===== src/sv/command_line_argument_splitter_top_defines.svh =====
// Assertion macros for the command line argument splitter.
`ifndef COMMAND_LINE_ARGUMENT_SPLITTER_TOP_DEFINES_SVH
`define COMMAND_LINE_ARGUMENT_SPLITTER_TOP_DEFINES_SVH

// Same-cycle implication, disabled during reset.
`define CLS_ASSERT_NOW(label, ante, cons, msg) \
   label: assert property (@(posedge clock) disable iff (reset) (ante) |-> (cons)) \
      else $error(msg);

// Next-cycle implication, disabled during reset.
`define CLS_ASSERT_NEXT(label, ante, cons, msg) \
   label: assert property (@(posedge clock) disable iff (reset) (ante) |=> (cons)) \
      else $error(msg);

`endif


===== src/sv/cls_pkg.sv =====
// Types and constants shared by the command line argument splitter.
package cls_pkg;

   localparam logic [2:0] MODE_SPACE      = 3'd0;
   localparam logic [2:0] MODE_ARG        = 3'd1;
   localparam logic [2:0] MODE_QUOTED     = 3'd2;
   localparam logic [2:0] MODE_ARG_ESC    = 3'd5;
   localparam logic [2:0] MODE_QUOTED_ESC = 3'd6;

   localparam logic [7:0] CH_NUL    = 8'h00;
   localparam logic [7:0] CH_QUOTE  = 8'h22;
   localparam logic [7:0] CH_BSLASH = 8'h5C;
   localparam logic [7:0] CH_SPACE  = 8'h20;

   localparam logic [1:0] KIND_BYTE = 2'd0;
   localparam logic [1:0] KIND_END  = 2'd1;
   localparam logic [1:0] KIND_DONE = 2'd2;

   localparam logic [7:0] MAX_ARGS_RESET = 8'd31;

   typedef struct packed {
      logic [1:0] kind;
      logic [7:0] out_char;
      logic [7:0] arg_index;
      logic [7:0] arg_count;
      logic       last;
   } rsp_type;

   typedef struct packed {
      logic [1:0] count;
      rsp_type    first;
      rsp_type    second;
      logic [2:0] mode;
      logic [7:0] args;
   } step_type;

endpackage


===== src/sv/cls_step.sv =====
// Per-beat split decision: next mode, next count and up to two results.
module cls_step import cls_pkg::*; (
   input  logic [2:0] cur_mode,
   input  logic [7:0] cur_args,
   input  logic [7:0] max_args,
   input  logic [7:0] ch,
   output step_type   step
);

   logic keep;
   logic end_arg;
   logic [2:0] mode_next;
   logic [7:0] args_inc;

   assign args_inc = cur_args + 8'd1;

   always_comb begin
      keep = 1'b0;
      end_arg = 1'b0;
      mode_next = cur_mode;
      unique case (cur_mode)
         MODE_ARG: begin
            if (ch == CH_SPACE) begin
               end_arg = 1'b1;
            end else if (ch == CH_BSLASH) begin
               mode_next = MODE_ARG_ESC;
            end else begin
               keep = 1'b1;
            end
         end
         MODE_QUOTED: begin
            if (ch == CH_QUOTE) begin
               end_arg = 1'b1;
            end else if (ch == CH_BSLASH) begin
               mode_next = MODE_QUOTED_ESC;
            end else begin
               keep = 1'b1;
            end
         end
         MODE_ARG_ESC, MODE_QUOTED_ESC: begin
            keep = (ch == CH_BSLASH) || (ch == CH_QUOTE) || (ch == CH_SPACE);
            mode_next = cur_mode & 3'b011;
         end
         default: begin
            if (ch == CH_SPACE) begin
               mode_next = MODE_SPACE;
            end else if (ch == CH_QUOTE) begin
               mode_next = MODE_QUOTED;
            end else if (ch == CH_BSLASH) begin
               mode_next = MODE_ARG_ESC;
            end else begin
               mode_next = MODE_ARG;
               keep = 1'b1;
            end
         end
      endcase
   end

   always_comb begin
      step = '0;
      step.mode = cur_mode;
      step.args = cur_args;
      priority if (ch == CH_NUL) begin
         step.mode = MODE_SPACE;
         step.args = 8'd0;
         if ((cur_mode != MODE_SPACE) && (cur_args < max_args)) begin
            step.count = 2'd2;
            step.first.kind = KIND_END;
            step.first.arg_index = cur_args;
            step.second.kind = KIND_DONE;
            step.second.arg_count = args_inc;
            step.second.last = 1'b1;
         end else begin
            step.count = 2'd1;
            step.first.kind = KIND_DONE;
            step.first.arg_count = cur_args;
            step.first.last = 1'b1;
         end
      end else if (cur_args >= max_args) begin
         step.count = 2'd0;
      end else if (end_arg) begin
         step.count = 2'd1;
         step.first.kind = KIND_END;
         step.first.arg_index = cur_args;
         step.first.last = 1'b1;
         step.args = args_inc;
         step.mode = MODE_SPACE;
      end else begin
         step.count = keep ? 2'd1 : 2'd0;
         step.first.kind = KIND_BYTE;
         step.first.out_char = ch;
         step.first.arg_index = cur_args;
         step.first.last = 1'b1;
         step.mode = mode_next;
      end
   end

endmodule


===== src/sv/command_line_argument_splitter_top.sv =====
// A result beat is written into the result queue when its byte beat is taken.
// Throughput: byte beats are taken one per cycle while the queue has room for
// two results; a line end with an open argument below max_args gives two result
// beats, drained one per cycle while rsp_tready is high, from a DEPTH-entry result queue.
// Synchronous reset clears mode, argument count, queue and sets max_args to 31.
`include "command_line_argument_splitter_top_defines.svh"
module command_line_argument_splitter_top import cls_pkg::*; #(
   parameter int DEPTH = 4
) (
   input  logic        clock,
   input  logic        reset,
   input  logic        req_tvalid,
   output logic        req_tready,
   input  logic [7:0]  req_tdata,   // [7:0] ch
   output logic        rsp_tvalid,
   input  logic        rsp_tready,
   output logic [23:0] rsp_tdata,   // [7:0] out_char, [15:8] arg_index, [23:16] arg_count
   output logic [1:0]  rsp_tuser,   // [1:0] kind
   output logic        rsp_tlast,
   input  logic        csr_valid,
   output logic        csr_ready,
   input  logic [7:0]  csr_data
);

   localparam int PW = (DEPTH > 1) ? $clog2(DEPTH) : 1;
   localparam int CW = $clog2(DEPTH + 1);

   logic [7:0]    max_args_ff;
   logic [2:0]    mode_ff;
   logic [7:0]    args_ff;
   rsp_type       queue_ff [DEPTH];
   logic [PW-1:0] wr_ptr_ff, wr_ptr_in;
   logic [PW-1:0] rd_ptr_ff, rd_ptr_in;
   logic [CW-1:0] count_ff, count_in;
   step_type      step;
   logic          push;
   logic          pop;
   logic [PW-1:0] wr_ptr_nx;
   rsp_type       head;

   function automatic logic [PW-1:0] ptr_inc(input logic [PW-1:0] ptr);
      return (ptr == PW'(DEPTH - 1)) ? '0 : ptr + PW'(1);
   endfunction

   cls_step u_step (
      .cur_mode (mode_ff),
      .cur_args (args_ff),
      .max_args (max_args_ff),
      .ch       (req_tdata),
      .step     (step)
   );

   assign csr_ready  = 1'b1;
   assign req_tready = (count_ff <= CW'(DEPTH - 2));
   assign rsp_tvalid = (count_ff != '0);
   assign push       = req_tvalid && req_tready;
   assign pop        = rsp_tvalid && rsp_tready;
   assign wr_ptr_nx  = ptr_inc(wr_ptr_ff);

   assign head      = queue_ff[rd_ptr_ff];
   assign rsp_tdata = {head.arg_count, head.arg_index, head.out_char};
   assign rsp_tuser = head.kind;
   assign rsp_tlast = head.last;

   always_comb begin
      wr_ptr_in = wr_ptr_ff;
      count_in  = count_ff;
      rd_ptr_in = pop ? ptr_inc(rd_ptr_ff) : rd_ptr_ff;
      if (push) begin
         unique case (step.count)
            2'd1:    wr_ptr_in = wr_ptr_nx;
            2'd2:    wr_ptr_in = ptr_inc(wr_ptr_nx);
            default: wr_ptr_in = wr_ptr_ff;
         endcase
         count_in = count_in + CW'(step.count);
      end
      if (pop) begin
         count_in = count_in - CW'(1);
      end
   end

   always_ff @(posedge clock) begin
      if (reset) begin
         max_args_ff <= MAX_ARGS_RESET;
         mode_ff     <= MODE_SPACE;
         args_ff     <= 8'd0;
         wr_ptr_ff   <= '0;
         rd_ptr_ff   <= '0;
         count_ff    <= '0;
      end else begin
         if (csr_valid && csr_ready) begin
            max_args_ff <= csr_data;
         end
         if (push) begin
            mode_ff <= step.mode;
            args_ff <= step.args;
         end
         wr_ptr_ff <= wr_ptr_in;
         rd_ptr_ff <= rd_ptr_in;
         count_ff  <= count_in;
      end
   end

   always_ff @(posedge clock) begin
      if (push && (step.count != 2'd0)) begin
         queue_ff[wr_ptr_ff] <= step.first;
      end
      if (push && (step.count == 2'd2)) begin
         queue_ff[wr_ptr_nx] <= step.second;
      end
   end

   `CLS_ASSERT_NOW(a_queue_bound, 1'b1, count_ff <= CW'(DEPTH), "result queue overflow")
   `CLS_ASSERT_NOW(a_done_is_last, rsp_tvalid && (rsp_tuser == KIND_DONE), rsp_tlast,
      "line done beat without tlast")
   `CLS_ASSERT_NEXT(a_line_end_clears, push && (req_tdata == CH_NUL),
      (mode_ff == MODE_SPACE) && (args_ff == 8'd0), "line end left state behind")

endmodule

===== config.mk =====
export PLATFORM = sky130hd
export DESIGN_NAME = command_line_argument_splitter_top
export DESIGN_NICKNAME = d
export VERILOG_FILES = /design/src/sv/cls_pkg.sv /design/src/sv/cls_step.sv /design/src/sv/command_line_argument_splitter_top.sv
export VERILOG_INCLUDE_DIRS = /design/src /design/src/sv
export SDC_FILE = /design/constraint.sdc
export NUM_CORES = 1
export LEC_CHECK = 0
export ABC_AREA = 1
export BUFFER_PORTS_ARGS = -buffer_cell sky130_fd_sc_hd__buf_2
export CAP_MARGIN = 20
export CORE_MARGIN = 8
export CORE_UTILIZATION = 45
export DETAILED_ROUTE_END_ITERATION = 10
export PLACE_DENSITY = 0.59
export SLEW_MARGIN = 5
export SYNTH_ARGS = -nofsm -noshare
export SYNTH_HDL_FRONTEND = slang
export SYNTH_SLANG_ARGS = --single-unit

===== constraint.sdc =====
create_clock -name clock -period 5.9 [get_ports clock]
set_input_delay 1.18 -clock clock [delete_from_list [all_inputs] [get_ports clock]]
set_output_delay 1.18 -clock clock [all_outputs]
set_load 0.1 [all_outputs]

### Word level (Yosys, flattened, before mapping)

Memories as Yosys holds them, arrays and structs flattened. A register that Yosys moved wholly into a read port is not among the register bits.
Cells that the tools add are included.

* memories: 1
* output and inout bits: 30
* word-level logic and storage cells: 103
* register bits after elaboration: 26
* latch bits: 0
* input bits: 21
* memory bits (read-only): 0
* RAM bits: 108

Memories
* queue_ff: depth 4, bits a word 27, read ports 1, clocked after Yosys merged registers in 1, wr ports 2, line command_line_argument_splitter_top.sv:31 `rsp_type queue_ff [DEPTH];`

* bitwise logic cells: 0
* order comparisons: 3
* $add $sub $neg: 6
* equal/unequal tests: 18
* multiplexer cells: 50
* reductions and logical operators: 18
* shift operators: 0
* multiply operators: 0
* div/mod/pow operators: 0

Operator list (count)
* $mux 8: 6
* $mux 3: 10
* $mux 9: 3
* $mux 11: 2
* $mux 18: 1
* $eq 8x6->1 const B: 2
* $mux 2: 8
* $mux 1: 13
* $mux 4: 3
* $pmux 3 s3: 1
* $add 8x1->8 const B: 1
* $eq 2x2->1 const B: 4
* $eq 8x7->1 const B: 1
* $ge 8x8->1: 1
* $logic_not 8->1: 1
* $lt 8x8->1: 1
* $ne 4x1->1 const B: 2
* $ne 4x3->1 const B: 2
* $reduce_and 7->1: 1
* $add 2x1->2 const B: 3
* $eq 3x3->1 const B: 2
* $reduce_and 6->1: 1
* $reduce_bool 2->1: 3
* $reduce_bool 3->1: 2
* other kinds (16): 21

### Logic depth before layout (Yosys ltp)

* depth after elaboration: 13
* mapped depth: 24
* mapped depth without buffers: 22

### By module

Synthesis repeated with hierarchy kept, for this count alone.

* cells, all modules: 977
* area, all modules: 8186.6 um^2

Modules (own cells, without submodules)
* command_line_argument_splitter_top: area each 6777.8 um^2, seq. area each 3803.6 um^2, instances 1, cells each 712
* cls_step: area each 1408.9 um^2, seq. area each 0.0 um^2, instances 1, cells each 265

### Least setup slack after synthesis

OpenSTA, ideal clock, no wires.

* path kind: reg-to-output
* from: register (tool-made name)
* to: output port rsp_tdata[5]
* setup slack: 2.296 ns
* cell stages (with the launch flop): 6
* buffers on the path: 2
* arrival: 2.424 ns
* data required time: 4.720 ns
* path through: dfxtp_1 -> clkbuf_1 -> clkinv_1 -> clkbuf_1 -> o21ai_0 -> o22ai_1

RTL lines
* end: declaration: line command_line_argument_splitter_top.sv:17 `output logic [23:0] rsp_tdata,`

==> results.txt <==
The number of warning messages in the yosys log is 0. Clock skew on the completed layout was measured at 0.00732 ns. TritonCTS built the clock tree.

The worst setup path is of the reg -> reg kind. The net count reported at finish is 968. After detailed routing, the average wire length per cell comes to 17.2 µm.

The post-route setup TNS came out at 0 ns. The minimum clock period is 4.48 ns. The detailed-route DRC error count is 0. The proportion of netlist area held by the largest area contributor is 27.5%. The total via count after detailed routing came out at 6110. The number of hold buffers added after CTS was 0. The total length of routed wires came out at 19.4 mm. The total congestion overflow is 0. The most numerous cell on the critical path is nand2_1. The tree is rooted in a clkbuf_16. The number of pins exceeding their max-slew limit in the final report came out at 0. The die footprint is 19800 µm².

The starting density of the core came out at 46.0%. The delay of the slowest cell on the worst path came out at 0.60 ns. The H-tree depth reported by CTS is 4.

The deepest clock path buffer count came out at 2. The synthesized area per cell is 7.73 µm². The number of global-route vias before repair came to 5717.

Traced cell by cell, the critical path runs through clkinv_1, ha_1, inv_1, nand2_1, nand2_1, nand2_1, nand2_1, nand2_1, nand4_1, nand2_1, a21oi_1, inv_1, ha_1, nor2_4, nand2_1, inv_2, nand2_1, o22ai_1. The number of clock sinks seen by CTS is 136. The max-slew headroom at the worst pin came out at 41.4%. The gate count after technology mapping came out at 905. For this design, the slowest cell found on the critical path is dfxtp_1.

The source-to-sink clock delay at the later pin of the worst-skew pair came out at 0.42 ns. The worst hold path was traced through 2 stages. The largest voltage drop on the vdd net is 0.565 mV.

Among all flip-flop cells after synthesis, the most frequent one is dfxtp_1. The end-of-flow core utilization came out at 51.0%. The worst hold slack after final layout is 0.454 ns.

The synthesis-to-layout area growth is 10.8%. The first routing iteration left 529 violations. Clock tree synthesis inserted a total of 17 buffers. The unique cell type count in the Yosys netlist is 37. Counting both buffers and inverters, the worst setup path holds a total of 4. The number of enable-type register cells in the synthesized netlist is 40.

Dividing the final minimum period by the clock period gives 76.0%. The highest clock frequency the design can meet came out at 223 MHz. After clock tree synthesis, the clock-pin slew on the worst setup and hold paths is 0.06 ns. The cell total after placement came out at 1093. The average via count per standard cell is 5.43. In the layout the commonest cells are nand2_1, nor2_1, dfxtp_1, o21ai_0, a21oi_1. The total setup buffers inserted after CTS is 0. The number of diodes added for antenna fixing is 0. The fraction of the yosys area taken by sequential cells is 44.6%. The number of placement rows is 45. The final count of hold timing violations came to 0. The maximum fanout along the worst path is 22. The count of non-filler cells in the finished layout is 1125.

The half-perimeter wire length of the detailed placement result came out at 12.7 mm. The transition time of the tightest slew-check pin came out at 0.877 ns. The chip height came out at 141 µm. The synthesized design spends more area on one cell type than any other, namely dfxtp_1. The count of input and output buffers is 49.

The top-level I/O count is 51. The cell class contributing the biggest share of worst-path delay is simple AND/OR/NAND/NOR gates. After synthesis the netlist holds a flip-flop and latch count of 136.

The type of element launching the critical path is a register. The number of nets in the synthesized netlist is 949. The logic depth of the worst register-to-register path is 18.

The core area came out at 15200 µm². The first global-routing pass estimated 30.9 mm of wire. Yosys attributes the largest share of cell area to dfxtp_1, edfxtp_1, nand2_1. The count of maximum capacitance violations came out at 0. The worst setup path is captured at a register. The share of flip-flops with an asynchronous set or reset came out at 0%. The library cell used most frequently in the layout, excluding fill and tap cells, is nand2_1. In this run the number of cells on the critical path is 18. The type of the tightest min-delay check is reg -> reg. In this run the static leakage power is 3.36 nW. The cell area after placement came out at 7190 µm². Data on the critical path is required at its endpoint by 6.16 ns. The number of cells upsized or downsized after cts is 0. The all-layer global routing usage came out at 19.7%.

Setup repair after global routing left no endpoint under its margin. The total power divided by cell area came out at 577 nW/µm². The ratio of cells with drive above 1 in the final layout is 12.9%. At the worst endpoint, the arrival time is 4.74 ns. The initial antenna violation count came to 0.

After filler insertion, the fill cell instance count of the layout stands at 1487. The maximum number of pins on one net before global-route repair is 55. The congestion estimate from routability-driven global placement came to 0.871.

The area of the mapped netlist came out at 7000 µm². The pre-antenna-repair detailed-routing pass consisted of 5 iterations. The final design instance area without fill came out at 7760 µm². The count of endpoints failing setup in the final report is 0. The run finished with clean final reports.

Once detail routing completed, the nets flagged for antenna violations numbered 0. The floorplan step set the die width to 141 µm.
## routing by layer
| layer | vias to the layer above | global-route usage (%) | routed length (µm) |
|---|---|---|---|
| met4 | 0 | 6.50 | 289 |
| met3 | 24 | 4.59 | 1340 |
| met2 | 182 | 30.9 | 8820 |
| met5 | - | 0 | 0 |
| met1 | 2829 | 26.2 | 8900 |
| li1 | 3075 | - | - |
## power by group
group	leakage, nW	internal (W)	switching, W	total (W)
clock	0.272	0.000618	0.000413	0.00103
sequential	1.18	0.00117	0.0000931	0.00126
combinational	1.91	0.000420	0.00177	0.00219
total	3.36	0.00221	0.00227	0.00448
## stage by stage
stage          power (W)  setup WS [ns]
2_1_floorplan    0.00306           2.30
3_3_place_gp     0.00347           1.44
3_5_place_dp     0.00346           1.30
4_1_cts          0.00449           1.42
5_1_grt          0.00469          0.992
6_report         0.00448           1.42
## cell usage after synthesis (all sizes together), types with 3 or more instances
library cell  instances
nand4                12
buf                  31
a21oi                76
clkbuf               22
nand3                49
nand2               183
nor2                128
xor2                  5
o22ai                49
edfxtp               40
dfxtp                96
nor3                  3
ha                   22
o21ai                93
clkinv                4
o211ai                5
inv                  79
## tightest hold or removal path, delay by kind of cell, from the launching register on
family,cells,cell delay (ns)
and+or+nand+nor,2,0.10
DFF,1,0.31
## state kept, by name, indices dropped and copies added, names as in the netlist, named ones only
| signal | count |
|---|---|
| mode_ff | 3 |
| count_ff | 3 |
| max_args_ff | 8 |
| queue_ff | 108 |
| wr_ptr_ff | 2 |
| args_ff | 8 |
| rd_ptr_ff | 2 |
## final timing paths
path / from / end / slack (ns)
hold reg to reg: queue_ff[0][20] / queue_ff[0][20] / 0.45
setup reg to reg: args_ff[0] / queue_ff[1][4] / 1.42
setup / recovery: args_ff[0] / queue_ff[1][4] / 1.42
hold / removal: queue_ff[0][20] / queue_ff[0][20] / 0.45
## layout make-up
| type | count | area, µm² | share of cell area (%) |
|---|---|---|---|
| inverter | 83 | 313 | 4.03 |
| clock inverter | 13 | 129 | 1.66 |
| tap | 188 | 235 | 3.03 |
| timing repair buffer | 53 | 275 | 3.55 |
| sequential | 136 | 3120 | 40.3 |
| multi-input combinational | 633 | 3250 | 41.9 |
| clock buffer | 19 | 433 | 5.58 |
## cells by family after synthesis
family	after synthesis	share of synthesized area [%]
fa+ha+maj	23	4.22
flops	136	44.6
xor+xnor	5	0.626
simple gates	377	24.0
compound gates	227	17.6
buf+inv	136	8.97
other cells	1	0.0536
Power figures use the tool's default switching activity.
